<file path="config.mk">
export PLATFORM = sky130hd
export DESIGN_NAME = number_to_english_word_tokens
export DESIGN_NICKNAME = d
export VERILOG_FILES = /design/src/hw/rtl/nte_pkg.sv /design/src/hw/rtl/nte_front.sv /design/src/hw/rtl/nte_queue.sv /design/src/hw/rtl/nte_back.sv /design/src/hw/rtl/number_to_english_word_tokens.sv
export SDC_FILE = /design/constraint.sdc
export NUM_CORES = 1
export LEC_CHECK = 0
export ABC_AREA = 1
export BUFFER_PORTS_ARGS = -buffer_cell sky130_fd_sc_hd__buf_2
export CAP_MARGIN = 0
export CORE_MARGIN = 5
export CORE_UTILIZATION = 55
export CTS_BUF_LIST = sky130_fd_sc_hd__clkbuf_4
export CTS_CLUSTER_DIAMETER = 30
export DETAILED_ROUTE_END_ITERATION = 16
export MAX_ROUTING_LAYER = met4
export PLACE_DENSITY_LB_ADDON = 0.3
export SYNTH_ARGS = -nofsm -noshare
export SYNTH_HDL_FRONTEND = slang
export SYNTH_SLANG_ARGS = --single-unit
</file>
<file path="constraint.sdc">
create_clock -name clock -period 4 [get_ports clock]
set_input_delay 0 -clock clock [delete_from_list [all_inputs] [get_ports clock]]
set_output_delay 0 -clock clock [all_outputs]
set_load 0.03 [all_outputs]
</file>
<file path="src/hw/rtl/nte_pkg.sv">
// Shared types, constants and helpers for the number-to-English word token block.
// Depends on nothing; every other file in hw/rtl imports it.
`default_nettype none

package nte_pkg;

   localparam int NUM_W          = 31;
   localparam int WORD_W         = 5;
   localparam int BCD_DIGITS     = 10;
   localparam int ENT_DIGITS     = 12;
   localparam int GROUPS         = 4;
   localparam int STEPS          = 5;
   localparam int POS_N          = GROUPS * STEPS;
   localparam int POS_W          = $clog2(POS_N);
   localparam int CONV_BITS      = 32;
   localparam int BITS_PER_CYCLE = 2;
   localparam int CONV_CYCLES    = CONV_BITS / BITS_PER_CYCLE;
   localparam int CNT_W          = $clog2(CONV_CYCLES);
   localparam int QUEUE_DEPTH    = 2;

   // slot order inside one three-digit group
   localparam int STEP_DIGIT   = 0;
   localparam int STEP_HUNDRED = 1;
   localparam int STEP_TENS    = 2;
   localparam int STEP_ONES    = 3;
   localparam int STEP_SCALE   = 4;

   localparam logic [WORD_W-1:0] TOK_ZERO     = 5'd0;
   localparam logic [WORD_W-1:0] TOK_TEEN_OFS = 5'd10;
   localparam logic [WORD_W-1:0] TOK_TENS_OFS = 5'd18;
   localparam logic [WORD_W-1:0] TOK_HUNDRED  = 5'd28;
   localparam logic [WORD_W-1:0] TOK_THOUSAND = 5'd29;

   // one classified number: decimal digits, slots that emit, zero flag
   typedef struct packed {
      logic [ENT_DIGITS*4-1:0] digits;
      logic [POS_N-1:0]        mask;
      logic                    zero;
   } entry_type;

   function automatic logic [3:0] digit_at(input logic [ENT_DIGITS*4-1:0] d, input int i);
      return d[4*i +: 4];
   endfunction

endpackage

`default_nettype wire

</file>
<file path="src/hw/rtl/nte_front.sv">
// Front end: takes a number, converts it to BCD two bits a cycle and classifies
// which token slots emit. Depends on nte_pkg.
`default_nettype none

module nte_front
   import nte_pkg::*;
(
   input  wire logic              clock,
   input  wire logic              reset,
   input  wire logic              req_valid,
   output logic                   req_stall,
   input  wire logic [NUM_W-1:0]  req_number,
   output logic                   q_push,
   output entry_type              q_entry,
   input  wire logic              q_full
);

   typedef enum logic [1:0] {ST_IDLE, ST_CONV, ST_PUSH} state_type;

   state_type                  state_ff, state_in;
   logic [CONV_BITS-1:0]       bin_ff, bin_in;
   logic [BCD_DIGITS*4-1:0]    bcd_ff, bcd_in;
   logic [CNT_W-1:0]           cnt_ff, cnt_in;
   logic                       zero_ff, zero_in;
   logic [ENT_DIGITS*4-1:0]    digits;

   function automatic logic [BCD_DIGITS*4-1:0] dabble(input logic [BCD_DIGITS*4-1:0] b,
                                                      input logic din);
      logic [BCD_DIGITS*4-1:0] a;
      a = b;
      for (int i = 0; i < BCD_DIGITS; i++) begin
         if (a[4*i +: 4] >= 4'd5) begin
            a[4*i +: 4] = a[4*i +: 4] + 4'd3;
         end
      end
      return {a[BCD_DIGITS*4-2:0], din};
   endfunction

   function automatic logic [POS_N-1:0] build_mask(input logic [ENT_DIGITS*4-1:0] d,
                                                   input logic zero);
      logic [POS_N-1:0] m;
      logic [3:0]       h, t, o;
      int               base;
      m = '0;
      for (int g = 0; g < GROUPS; g++) begin
         h    = digit_at(d, 3*g + 2);
         t    = digit_at(d, 3*g + 1);
         o    = digit_at(d, 3*g);
         base = (GROUPS - 1 - g) * STEPS;
         m[base + STEP_DIGIT]   = (h != 4'd0);
         m[base + STEP_HUNDRED] = (h != 4'd0);
         m[base + STEP_TENS]    = (t >= 4'd2);
         m[base + STEP_ONES]    = (t == 4'd1) || (o != 4'd0);
         m[base + STEP_SCALE]   = (g > 0) && ((h | t | o) != 4'd0);
      end
      if (zero) begin
         m = POS_N'(1);
      end
      return m;
   endfunction

   assign digits          = {{((ENT_DIGITS - BCD_DIGITS) * 4){1'b0}}, bcd_ff};
   assign q_entry.digits  = digits;
   assign q_entry.mask    = build_mask(digits, zero_ff);
   assign q_entry.zero    = zero_ff;
   assign req_stall       = (state_ff != ST_IDLE);
   assign q_push          = (state_ff == ST_PUSH) && !q_full;

   always_comb begin
      logic [BCD_DIGITS*4-1:0] b;
      state_in = state_ff;
      bin_in   = bin_ff;
      bcd_in   = bcd_ff;
      cnt_in   = cnt_ff;
      zero_in  = zero_ff;
      b        = bcd_ff;
      unique case (state_ff)
         ST_IDLE: begin
            if (req_valid) begin
               bin_in   = CONV_BITS'(req_number);
               bcd_in   = '0;
               cnt_in   = '0;
               zero_in  = (req_number == '0);
               state_in = ST_CONV;
            end
         end
         ST_CONV: begin
            for (int k = 0; k < BITS_PER_CYCLE; k++) begin
               b = dabble(b, bin_ff[CONV_BITS-1-k]);
            end
            bcd_in = b;
            bin_in = {bin_ff[CONV_BITS-BITS_PER_CYCLE-1:0], {BITS_PER_CYCLE{1'b0}}};
            cnt_in = cnt_ff + 1'b1;
            if (cnt_ff == CNT_W'(CONV_CYCLES - 1)) begin
               state_in = ST_PUSH;
            end
         end
         ST_PUSH: begin
            if (!q_full) begin
               state_in = ST_IDLE;
            end
         end
         default: begin
            state_in = ST_IDLE;
         end
      endcase
   end

   always_ff @(posedge clock) begin
      if (reset) begin
         state_ff <= ST_IDLE;
      end else begin
         state_ff <= state_in;
      end
      bin_ff  <= bin_in;
      bcd_ff  <= bcd_in;
      cnt_ff  <= cnt_in;
      zero_ff <= zero_in;
   end

endmodule

`default_nettype wire

</file>
<file path="src/hw/rtl/nte_queue.sv">
// Short queue of classified numbers between the front and back ends.
// Depends on nte_pkg for the entry type.
`default_nettype none

module nte_queue
   import nte_pkg::*;
#(
   parameter int Depth = QUEUE_DEPTH
)
(
   input  wire logic      clock,
   input  wire logic      reset,
   input  wire logic      push,
   input  wire entry_type wr_data,
   input  wire logic      pop,
   output entry_type      rd_data,
   output logic           full,
   output logic           empty
);

   localparam int PTR_W = $clog2(Depth);
   localparam int CNT_W = $clog2(Depth + 1);

   entry_type         mem_ff [Depth];
   logic [PTR_W-1:0]  wr_ptr_ff, rd_ptr_ff;
   logic [CNT_W-1:0]  count_ff;

   assign full    = (count_ff == CNT_W'(Depth));
   assign empty   = (count_ff == '0);
   assign rd_data = mem_ff[rd_ptr_ff];

   always_ff @(posedge clock) begin
      if (push) begin
         mem_ff[wr_ptr_ff] <= wr_data;
      end
   end

   always_ff @(posedge clock) begin
      if (reset) begin
         wr_ptr_ff <= '0;
         rd_ptr_ff <= '0;
         count_ff  <= '0;
      end else begin
         if (push) begin
            wr_ptr_ff <= (wr_ptr_ff == PTR_W'(Depth - 1)) ? '0 : wr_ptr_ff + 1'b1;
         end
         if (pop) begin
            rd_ptr_ff <= (rd_ptr_ff == PTR_W'(Depth - 1)) ? '0 : rd_ptr_ff + 1'b1;
         end
         if (push && !pop) begin
            count_ff <= count_ff + 1'b1;
         end else if (pop && !push) begin
            count_ff <= count_ff - 1'b1;
         end
      end
   end

endmodule

`default_nettype wire

</file>
<file path="src/hw/rtl/nte_back.sv">
// Back end: walks the emitting slots of one number and drives one token per
// cycle while rsp_stall is low, through a registered output. Depends on nte_pkg.
`default_nettype none

module nte_back
   import nte_pkg::*;
(
   input  wire logic               clock,
   input  wire logic               reset,
   input  wire entry_type          q_data,
   input  wire logic               q_empty,
   output logic                    q_pop,
   output logic                    rsp_valid,
   input  wire logic               rsp_stall,
   output logic [WORD_W-1:0]       rsp_word,
   output logic                    rsp_last
);

   entry_type          ent_ff;
   logic               busy_ff;
   logic               rsp_valid_ff;
   logic [WORD_W-1:0]  rsp_word_ff;
   logic               rsp_last_ff;
   logic               out_free;
   logic [POS_W-1:0]   pos;
   logic [POS_N-1:0]   mask_in;
   logic [WORD_W-1:0]  tok [POS_N];
   logic [WORD_W-1:0]  word_in;

   assign out_free  = !rsp_valid_ff || !rsp_stall;
   assign q_pop     = !busy_ff && !q_empty;
   assign rsp_valid = rsp_valid_ff;
   assign rsp_word  = rsp_word_ff;
   assign rsp_last  = rsp_last_ff;

   // token that each slot would give
   always_comb begin
      logic [3:0] h, t, o;
      int         base;
      for (int g = 0; g < GROUPS; g++) begin
         h    = digit_at(ent_ff.digits, 3*g + 2);
         t    = digit_at(ent_ff.digits, 3*g + 1);
         o    = digit_at(ent_ff.digits, 3*g);
         base = (GROUPS - 1 - g) * STEPS;
         tok[base + STEP_DIGIT]   = WORD_W'(h);
         tok[base + STEP_HUNDRED] = TOK_HUNDRED;
         tok[base + STEP_TENS]    = TOK_TENS_OFS + WORD_W'(t);
         tok[base + STEP_ONES]    = (t == 4'd1) ? TOK_TEEN_OFS + WORD_W'(o) : WORD_W'(o);
         tok[base + STEP_SCALE]   = (g == 0) ? TOK_THOUSAND
                                             : TOK_THOUSAND + WORD_W'(g - 1);
      end
   end

   // first pending slot, most significant first
   always_comb begin
      pos = '0;
      for (int i = POS_N - 1; i >= 0; i--) begin
         if (ent_ff.mask[i]) begin
            pos = POS_W'(i);
         end
      end
   end

   assign mask_in = ent_ff.mask & ~(POS_N'(1) << pos);
   assign word_in = ent_ff.zero ? TOK_ZERO : tok[pos];

   always_ff @(posedge clock) begin
      if (reset) begin
         busy_ff      <= 1'b0;
         rsp_valid_ff <= 1'b0;
      end else begin
         if (q_pop) begin
            busy_ff <= 1'b1;
         end else if (busy_ff && out_free && (mask_in == '0)) begin
            busy_ff <= 1'b0;
         end
         if (out_free) begin
            rsp_valid_ff <= busy_ff;
         end
      end
      if (q_pop) begin
         ent_ff <= q_data;
      end else if (busy_ff && out_free) begin
         ent_ff.mask <= mask_in;
      end
      if (busy_ff && out_free) begin
         rsp_word_ff <= word_in;
         rsp_last_ff <= (mask_in == '0);
      end
   end

endmodule

`default_nettype wire

</file>
<file path="src/hw/rtl/number_to_english_word_tokens.sv">
// Top level of the number-to-English word token block.
// Depends on nte_pkg, nte_front, nte_queue and nte_back.
//
// Usage:
//   req channel: req_number (31 bits) with req_valid/req_stall. A transaction
//   is taken at a rising edge with req_valid high and req_stall low.
//   rsp channel: rsp_word (token code) and rsp_last with rsp_valid/rsp_stall.
//   Each number yields one to sixteen token transactions, most significant
//   part first; rsp_last marks the final token of a number.
// Operation:
//   The front end turns the number into BCD two bits a cycle, then classifies
//   it; it holds req_stall high until the number is in the queue, so it takes
//   no new number before then. The back end loads a queued number into a
//   register and then gives one token a cycle while rsp_stall is low; it pops
//   the next number only once the last token of the current one is registered.
// Stalls: rsp_stall holds the output register; the back end waits, the queue
//   fills and the front end keeps converting until the queue is full, then
//   holds req_stall high.
// Reset: synchronous, active high; clears the front state machine, the queue
//   pointers and the output valid. No clearing pass is needed.
`default_nettype none

module number_to_english_word_tokens
   import nte_pkg::*;
#(
   parameter int QueueDepth = QUEUE_DEPTH
)
(
   input  wire logic              clock,
   input  wire logic              reset,
   input  wire logic              req_valid,
   output logic                   req_stall,
   input  wire logic [NUM_W-1:0]  req_number,
   output logic                   rsp_valid,
   input  wire logic              rsp_stall,
   output logic [WORD_W-1:0]      rsp_word,
   output logic                   rsp_last
);

   entry_type q_wr_data;
   entry_type q_rd_data;
   logic      q_push;
   logic      q_pop;
   logic      q_full;
   logic      q_empty;

   // classify numbers and hand them to the queue
   nte_front u_front (
      .clock      (clock),
      .reset      (reset),
      .req_valid  (req_valid),
      .req_stall  (req_stall),
      .req_number (req_number),
      .q_push     (q_push),
      .q_entry    (q_wr_data),
      .q_full     (q_full)
   );

   // decouple conversion from token output
   nte_queue #(
      .Depth (QueueDepth)
   ) u_queue (
      .clock   (clock),
      .reset   (reset),
      .push    (q_push),
      .wr_data (q_wr_data),
      .pop     (q_pop),
      .rd_data (q_rd_data),
      .full    (q_full),
      .empty   (q_empty)
   );

   // emit tokens one per cycle while rsp_stall is low
   nte_back u_back (
      .clock     (clock),
      .reset     (reset),
      .q_data    (q_rd_data),
      .q_empty   (q_empty),
      .q_pop     (q_pop),
      .rsp_valid (rsp_valid),
      .rsp_stall (rsp_stall),
      .rsp_word  (rsp_word),
      .rsp_last  (rsp_last)
   );

   // never push into a full queue
   assert property (@(posedge clock) disable iff (reset) q_push |-> !q_full)
      else $error("queue push while full");

   // never pop an empty queue
   assert property (@(posedge clock) disable iff (reset) q_pop |-> !q_empty)
      else $error("queue pop while empty");

   // a taken request blocks the next one while it converts
   assert property (@(posedge clock) disable iff (reset)
                    (req_valid && !req_stall) |=> req_stall)
      else $error("front end took a second request during conversion");

   // Zero only ever stands alone
   assert property (@(posedge clock) disable iff (reset)
                    (rsp_valid && (rsp_word == TOK_ZERO)) |-> rsp_last)
      else $error("Zero token not marked last");

endmodule

`default_nettype wire
</file>
# == Yosys cells after proc, flatten, opt, wreduce, memory -nomap -nowiden ==
# Memories as Yosys holds them, arrays and structs flattened. A register that Yosys moved wholly into a read port is not among the register bits.
# Cells that the tools add are included.
# word_totals
in_bits,35
mem_bits_rw,120
latch_bits,0
wordCells,213
out_inout_bits,8
rom_bits,0
regBits,160
memories,1
# classes
shifts,1
n_mux,80
n_addsub,33
magnitude_cmp,24
eq_ne,14
n_div,0
n_bitwise,7
multipliers,0
n_reduce_logical,38
# mem_list
name,depth,width,read_ports,rd_ports_with_merged_regs,write_ports,line,source
u_queue.mem_ff,2,60,1,1,1,nte_queue.sv:24,entry_type mem_ff [Depth];
# ops
op,n
$mux W5,26
$mux W4,28
$ge A4 B3 Y1 const B,20
$pmux W40 S2,1
$add A4 B2 Y4 const B,18
$pmux W32 S2,1
$mux W20,2
$mux W40,1
$reduce_bool A4 Y1,9
$mux W32,1
$logic_not A31 Y1,1
$eq A4 B1 Y1 const B,7
$bmux W5 S5,1
$add A4 B4 Y5 const A,4
$add A5 B4 Y5 const A,4
$and A20 B20 Y20,1
$logic_not A20 Y1,1
$not A20 Y20,1
$shl A1 B5 Y20 const A,1
$mux W19,1
$or A4 B4 Y4,4
$ge A4 B2 Y1 const B,3
$mux W2,5
$reduce_bool A2 Y1,5
other kinds (22),51

# == Longest topological paths before layout ==
# Gate-level depths: netlist (run 1).
# depth
ltp_word,27
depth_mapped,29
depth_no_buf,28

# == Modules after synthesis ==
# Synthesis (run 1) repeated with hierarchy kept, for this count alone.
# unflattened
hier_cells,1387
area_unflattened_um2,14746.6
# by_module_without_submodules
module,cells_per_inst,area_each_um2,seq_area_each_um2,instances
nte_front,717,5452.7,2352.3,1
nte_queue,248,5247.5,4244.1,1
nte_back,422,4046.4,2292.2,1

# == Least setup slack after synthesis (run 1) ==
# Ideal clock, no wire load.
# synth_path
path_type,reg-to-reg
startpoint,reg u_queue.count_ff[0]
endpoint,"mem u_queue.mem_ff[1][10] (netlist name), enable pin"
stages_incl_launch_ff,5
t_required_ps,3535
arrival_ps,3094
setup_time_ps,465
setup_slack_ps,441
period_less_slack_ps,3559
path_buffers,0
cell_sequence,dfxtp_1 inv_1 a211oi_1 inv_1 nor2_1
# synth_between
elab_chain_len,5
# synth_lines
element,line,source
from (decl),nte_queue.sv:26,logic [CNT_W-1:0] count_ff;
from (signal assigned),nte_queue.sv:51,count_ff <= count_ff + 1'b1;
from (signal assigned),nte_queue.sv:53,count_ff <= count_ff - 1'b1;
$eq A2 B2 Y1,nte_queue.sv:28,assign full = (count_ff == CNT_W'(Depth));
$logic_not A1 Y1,nte_front.sv:67,assign q_push = (state_ff == ST_PUSH) && !q_full;
$logic_and A1 B1 Y1,nte_front.sv:67,
net q_push,number_to_english_word_tokens.sv:42,logic q_push;
$mux W1,nte_queue.sv:33,if (push) begin
$mux W1 (implied by the code),nte_queue.sv:34,mem_ff[wr_ptr_ff] <= wr_data;
to (decl),nte_queue.sv:24,
# The timed path passes the listed nets, and every way through them passes these cells.

# == Worst setup path in the final report (run 1) ==
# layout_path
startpoint,reg u_back.ent_ff[20] (netlist name)
endpoint,reg u_back.busy_ff
# layout_between
elab_chain_len,26
# layout_lines
element,line,source
from (decl),nte_back.sv:19,entry_type ent_ff;
from (signal assigned),nte_back.sv:82,ent_ff <= q_data;
$mux W5 (20 in a row),nte_back.sv:58,if (ent_ff.mask[i]) begin
$shl A1 B5 Y20,nte_back.sv:64,assign mask_in = ent_ff.mask & ~(POS_N'(1) << pos);
$not A20 Y20,nte_back.sv:64,
$and A20 B20 Y20 (*),nte_back.sv:64,
$logic_not A20 Y1 (*),nte_back.sv:74,end else if (busy_ff && out_free && (mask_in == '0)) begin
$logic_and A1 B1 Y1 (*),nte_back.sv:74,
$reduce_bool A2 Y1 (no line) (*),n/a,
to (signal assigned),nte_back.sv:69,busy_ff <= 1'b0;
to (signal assigned),nte_back.sv:73,busy_ff <= 1'b1;
to (signal assigned),nte_back.sv:75,busy_ff <= 1'b0;
to (decl),nte_back.sv:20,logic busy_ff;
# Every way passes the cells marked *; elsewhere a longest branch is shown, timed or not.
# A chain may end at the register's enable or synchronous reset.

==> results.json, run 1 <==
{
  "worstPathArrival_ns": 3.57,
  "crit_chain": "inv_1, nand2_1, nand3_1, nand3_1, nand3_1, nand3_1, nand2_1, nand2_1, nand2_1, nand3_1, nand2_1, inv_2, ha_1, nand2_1, o21ai_0, nand2_1, nor3_1, and3_1, a211o_1, inv_1",
  "cts_made_buffers": 70,
  "worstMarginPinSlew_ns": 1.04,
  "total_power_mw": 10.1,
  "drtPass1Iterations": 5,
  "port_buffers": 42,
  "ios": 43,
  "drc_errors": 0,
  "cts_tree": "yes",
  "initial_core_util_pct": 55.4,
  "drt-total-wl_um": 26500,
  "critPathLaunchType": "flop",
  "cts_sinks": 259,
  "path_common_cell": "nand2_1",
  "dp_cells": 1542,
  "min_period_over_period_pct": 75.1,
  "cp.required_ns": 4.56,
  "place_ws_ns": 1.04,
  "setup_violations": 0,
  "fin_area_um2": 14800,
  "cts-root-buf": "clkbuf_4",
  "ys_types": 54,
  "yosysSeqAreaShare_pct": 59.5,
  "yosys_warnings": 0,
  "p_per_area_nw_per_um2": 680,
  "crit_buf_inv": 3,
  "postRouteAntennaNets": 0,
  "fin_skew_ns": 0.0314,
  "clockBufferDepth": 3,
  "achievable-frequency_mhz": 333,
  "nFillCells": 1737,
  "dieArea_um2": 26700,
  "path_delay_family": "simple AND/OR/NAND/NOR gates",
  "grt_start_max_net_pins": 77,
  "cts_setup_buffers": 0,
  "path_clk_slew_ns": 0.07,
  "overflow": 0,
  "min_period_ns": 3.00,
  "finalNetCount": 1423,
  "syn_nets": 1294,
  "syn_to_final_growth_pct": 14.7,
  "clock_latency_ns": 0.67,
  "dieHeight_um": 163,
  "std_cell_rows": 56,
  "vias_per_cell": 5.31,
  "status": "complete, no violations",
  "setup_tns_ns": 0,
  "antenna_found_initial": 1,
  "grt_pass1_vias": 9256,
  "dpl_cell_area_um2": 13500,
  "avgSynthCellArea_um2": 10.8,
  "r2r_slack_ns": 1.0,
  "gp_congestion": 0.968,
  "instances_no_fill": 1700,
  "slowest_stage": "edfxtp_1",
  "path_class": "reg -> reg",
  "ir_drop_mv": 0.497,
  "final_core_util_pct": 63.5,
  "finalMaxSlewViolations": 0,
  "dp_hpwl_um": 17000,
  "cp_max_fo": 15,
  "hold_path.class": "in -> reg",
  "grtUsageTotal_pct": 21.1,
  "leakagePower_nw": 5.98,
  "post_cts_resized": 0,
  "rsz0062_at_grt": "false",
  "drt_iter0_drc": 727,
  "synth_cells": 1201,
  "vias": 9023,
  "synth_seq_cells": 259,
  "grt_pass1_wl_um": 43900,
  "fp.coreArea_um2": 23300,
  "maxCapViolations": 0,
  "hold_viol": 0,
  "max_slew_margin_pct": 30.9,
  "ctsHoldBuffers": 35,
  "holdWs_ns": 0.176,
  "ctsHtreeMaxLevel": 3,
  "syn_area_um2": 12900,
  "cpPeakStageDelay_ns": 0.35,
  "die_width_um": 163,
  "layout_setup_ws_ns": 0.997,
  "cp-end-kind": "flop",
  "wl_per_cell_um": 15.6,
  "drive_gt1_share_pct": 18.9
}
-- layout by cell type (no fill, tap or decap), types with 2 or more instances in the layout --
cell type	netlist	layout
a211oi_1	13	13
a21boi_0	3	3
a21oi_1	69	68
a21oi_4	1	2
a31oi_1	6	6
buf_2	2	42
buf_4	2	10
bufinv_16	0	4
clkbuf_4	0	96
clkinv_1	2	13
clkinv_2	0	9
dfxtp_1	9	8
dlygate4sd3_1	0	35
edfxtp_1	250	250
ha_1	58	58
inv_1	141	141
inv_2	17	18
mux2_2	46	46
mux2i_1	2	2
nand2_1	209	208
nand2_2	3	3
nand2_4	3	4
nand3_1	30	30
nand3b_1	2	2
nand4_1	9	9
nor2_1	85	82
nor2_2	4	4
nor2_4	2	5
nor3_1	13	13
nor3b_1	2	2
nor4_1	11	11
o211ai_1	11	11
o21a_1	6	6
o21ai_0	99	99
o21ai_1	9	9
or2_2	9	9
xnor2_1	10	10
xor2_1	19	19
-- worst register-to-register path, cell delays in order (launching register included) --
cell	delay, ns
edfxtp_1	0.35
inv_1	0.06
nand2_1	0.09
nand3_1	0.10
nand3_1	0.08
nand3_1	0.07
nand3_1	0.07
nand2_1	0.05
nand2_1	0.05
nand2_1	0.04
nand3_1	0.06
nand2_1	0.27
inv_2	0.32
ha_1	0.24
nand2_1	0.10
o21ai_0	0.29
nand2_1	0.09
nor3_1	0.20
and3_1	0.22
a211o_1	0.13
inv_1	0.03
-- synthesized netlist by cell type (all sizes together) --
cell / count / share of area [%]
edfxtp: 250 / 58
mux2i: 2 / 0.15
nand3b: 2 / 0.12
a211oi: 13 / 0.76
o21ai: 108 / 4.2
clkinv: 2 / 0.058
o211ai: 12 / 0.74
o2111ai: 1 / 0.068
nor3b: 2 / 0.12
clkbuf: 24 / 0.70
nand4: 9 / 0.44
o22ai: 2 / 0.15
o221ai: 1 / 0.068
a31oi: 6 / 0.29
nor4: 12 / 0.63
a211o: 1 / 0.068
and3: 1 / 0.048
a41oi: 1 / 0.068
o21a: 6 / 0.35
buf: 7 / 0.40
nor3: 14 / 0.63
a311oi: 1 / 0.068
inv: 158 / 4.6
a21oi: 71 / 2.9
nand2: 215 / 6.5
mux2: 46 / 4.0
nand3: 31 / 1.2
a21boi: 3 / 0.17
ha: 58 / 5.6
or2: 10 / 0.48
o41ai: 1 / 0.068
nor2: 91 / 2.8
o31ai: 1 / 0.058
xor2: 19 / 1.3
o21bai: 1 / 0.058
dfxtp: 9 / 1.4
xnor2: 10 / 0.68
-- cells by family (layout without fill, tap and decap cells) --
logic type               count (synthesis)  count (layout)  synth area share [%]
buffers and inverters                  191             370                  5.74
AO/OA/AOI/OAI                          229             229                  10.0
flip-flops                             259             259                  59.5
multiplexers                            48              48                  4.16
AND/OR/NAND/NOR                        387             387                  13.0
adder cells (fa/ha/maj)                 58              58                  5.62
other                                    0               1                     0
XOR/XNOR                                29              29                  1.97
-- registers in the layout (all words and copies together), names as in the netlist, 2 cells and up, named ones only --
register          count
u_queue.mem_ff      106
u_back.ent_ff        61
u_front.bcd_ff       40
u_front.bin_ff       32
u_back.rsp_word       5
u_front.cnt_ff        4
u_front.state_ff      2
u_queue.count_ff      2
-- report_power, final --
part / internal, mW / switching (mW)
Sequential: 3.81 / 0.443
Combinational: 1.15 / 2.21
Clock: 1.38 / 1.07
-- worst paths after layout --
check | startpoint | endpoint | depth (start not counted)
setup / recovery | u_back.ent_ff[20] | u_back.busy_ff | 20
hold / removal | req_number[19] | u_front.bin_ff[19] | 4
hold reg to reg | u_front.bcd_ff[25] | u_queue.mem_ff[1][45] | 0
setup reg to reg | u_back.ent_ff[20] | u_back.busy_ff | 20
-- metal layers --
metal | share of wire [%] | GRT usage [%] | up-vias
li1 | - | - | 4457
met1 | 45 | 26.5 | 4233
met2 | 48 | 34.3 | 272
met3 | 4.8 | 4.29 | 61
met4 | 2.4 | 8.01 | 0
met5 | 0 | - | -
-- cell type report --
class	count	area [um^2]	area share, %
Antenna cell	1	2.50	0.0169
Sequential cell	259	7690	51.9
Inverter	160	601	4.05
Timing Repair Buffer	88	656	4.42
Clock buffer	96	721	4.86
Multi-Input combinational cell	751	4540	30.6
Tap cell	319	399	2.69
Clock inverter	26	218	1.47
Note: power is estimated with default switching activity, not from simulation.
==> run 2: changes to the inputs <==
Clock period 4 ns to 2.8 ns, I/O delays scaled along.
==> results.json, run 2 (synthesis gave the netlist of run 1 again) <==
{
  "max_slew_margin_pct": 54.5,
  "drc_errors": 0,
  "holdPathStages": 4,
  "grt_pass1_wl_um": 43900,
  "hold_path.class": "in -> reg",
  "grt_start_max_net_pins": 71,
  "use_met3_pct": 3.71,
  "layout_setup_ws_ns": 0.0503,
  "p_per_area_nw_per_um2": 972,
  "grt_pass1_vias": 9219,
  "hold_end": "u_front.bin_ff[3]",
  "use_met1_pct": 26.6,
  "clockBufferDepth": 3,
  "achievable-frequency_mhz": 364,
  "rsz0062_at_grt": "true",
  "drt_iter0_drc": 662,
  "cp_max_fo": 4,
  "path_clk_slew_ns": 0.07,
  "cpPeakStageDelay_ns": 0.41,
  "dp_hpwl_um": 17800,
  "initial_core_util_pct": 55.4,
  "place_ws_ns": 0.0227,
  "hold_start": "req_number[3]",
  "reg_top3": "u_queue.mem_ff x106, u_back.ent_ff x61, u_front.bcd_ff x40",
  "clock_latency_ns": 0.64,
  "finalNetCount": 1460,
  "dieArea_um2": 26700,
  "overflow": 0,
  "hold_viol": 0,
  "ir_drop_mv": 0.409,
  "ios": 43,
  "setup_tns_ns": 0,
  "worstMarginPinSlew_ns": 0.682,
  "fp.coreArea_um2": 23300,
  "min_period_ns": 2.75,
  "slowest_stage": "edfxtp_1",
  "final_common_cell": "edfxtp_1",
  "finalMaxSlewViolations": 0,
  "wl_per_cell_um": 15.6,
  "min_period_over_period_pct": 98.2,
  "cts-root-buf": "clkbuf_4",
  "gp_congestion": 0.924,
  "crit-reg2reg-launch": "u_back.ent_ff[18]",
  "drtPass1Iterations": 5,
  "cp.required_ns": 3.34,
  "ff_latch_area_um2": 7690,
  "status": "complete, no violations",
  "vias_per_cell": 5.33,
  "path_common_cell": "nand2_1",
  "maxCapViolations": 0,
  "leakagePower_nw": 6.16,
  "cts_sinks": 259,
  "top_register": "u_queue.mem_ff",
  "dieHeight_um": 163,
  "path_class": "reg -> reg",
  "busiest_layer": "met2",
  "antenna_found_initial": 1,
  "grtUsageTotal_pct": 21.1,
  "cts_made_buffers": 73,
  "final_cell_mix": "edfxtp_1, nand2_1, inv_1, clkbuf_4, o21ai_0",
  "die_width_um": 163,
  "critPathLaunchType": "flop",
  "nFillCells": 1757,
  "ctsHtreeMaxLevel": 3,
  "r2r_slack_ns": 0.05,
  "drive_gt1_share_pct": 22.8,
  "grtUsageMet2_pct": 34.2,
  "postRouteAntennaNets": 0,
  "std_cell_rows": 56,
  "setup_violations": 0,
  "r2r_cells": 27,
  "drt-total-wl_um": 27000,
  "multiInputGateArea_um2": 4690,
  "worstPathArrival_ns": 3.29,
  "vias": 9260,
  "syn_to_final_growth_pct": 17.8,
  "port_buffers": 42,
  "cp-end-kind": "flop",
  "fin_skew_ns": 0.0293,
  "cts_tree": "yes",
  "largest_reg_flops": 106,
  "r2r-end": "u_back.busy_ff"
}
-- run 2: cell count changes in the layout (fill, tap and decap cells not counted), sizes merged --
| cell | previous run | this run |
|---|---|---|
| buf | 53 | 87 |
| clkbuf | 96 | 100 |
| clkinv | 22 | 26 |
| bufinv | 4 | 1 |
| clkinvlp | 1 | 0 |
-- run 2: what timing repair did --
action	in CTS	in global routing
setup buffers	0	14
pin swaps	0	11
setup endpoints to repair	1	14
hold endpoints to repair	48	0
gates resized for setup	1	48
hold buffers	35	0
-- run 2: worst max path at each step --
| stage | startpoint | endpoint | slack [ns] |
|---|---|---|---|
| global placement | u_back.ent_ff[19] | u_back.busy_ff | 0.07 |
| detailed placement | u_back.ent_ff[18] | u_back.busy_ff | 0.02 |
| finish | u_back.ent_ff[18] | u_back.busy_ff | 0.05 |
| CTS | u_front.bcd_ff[32] | u_front.bcd_ff[34] | 0.02 |
| floorplan | u_queue.count_ff[0] | u_queue.mem_ff[1][10] | 0.11 |
| global route | u_back.ent_ff[18] | u_back.busy_ff | -0.22 |
-- run 2: through the flow --
stage          total power, mW  cell area, um^2  util, %  hold slack [ns]  instances
2_1_floorplan             9.57            12900        -            0.171       1201
3_3_place_gp              10.9            13700     58.8            0.280       1562
3_5_place_dp              11.1            13700     58.8            0.286       1562
4_1_cts                   14.5            15000     64.1            0.105       1723
5_1_grt                   15.9            15200     65.3            0.153       1738
6_report                  14.8            15200     65.3            0.186       1738
-- run 2: layout make-up --
type | count | area share (%)
flip-flops and latches | 259 | 50.5
clock buffers | 100 | 4.93
inverters | 160 | 3.94
diodes | 1 | 0.0164
well taps | 319 | 2.62
clock inverters | 26 | 0.871
multi-input cells | 751 | 30.8
repair buffers | 122 | 6.31
-- run 2: worst max-delay path: cells and delay by family, from the launching register on --
family	cells	cell delay, ns
AOI/OAI and AO/OA	2	0.19
adders and majority gates	1	0.15
and+or+nand+nor	22	1.77
DFF	1	0.41
buffers and inverters	2	0.11
-- run 2: per-layer routing --
metal	vias to the layer above	wire (um)
li1	4544	-
met1	4382	11600
met2	279	13200
met3	55	1530
met4	0	677
met5	-	0
-- run 2: report_power, final --
group          switching [mW]  internal [mW]  leakage, nW
clock                    1.52           1.75        0.532
combinational            3.40           2.06         3.17
sequential              0.643           5.43         2.45
total                    5.56           9.24         6.16
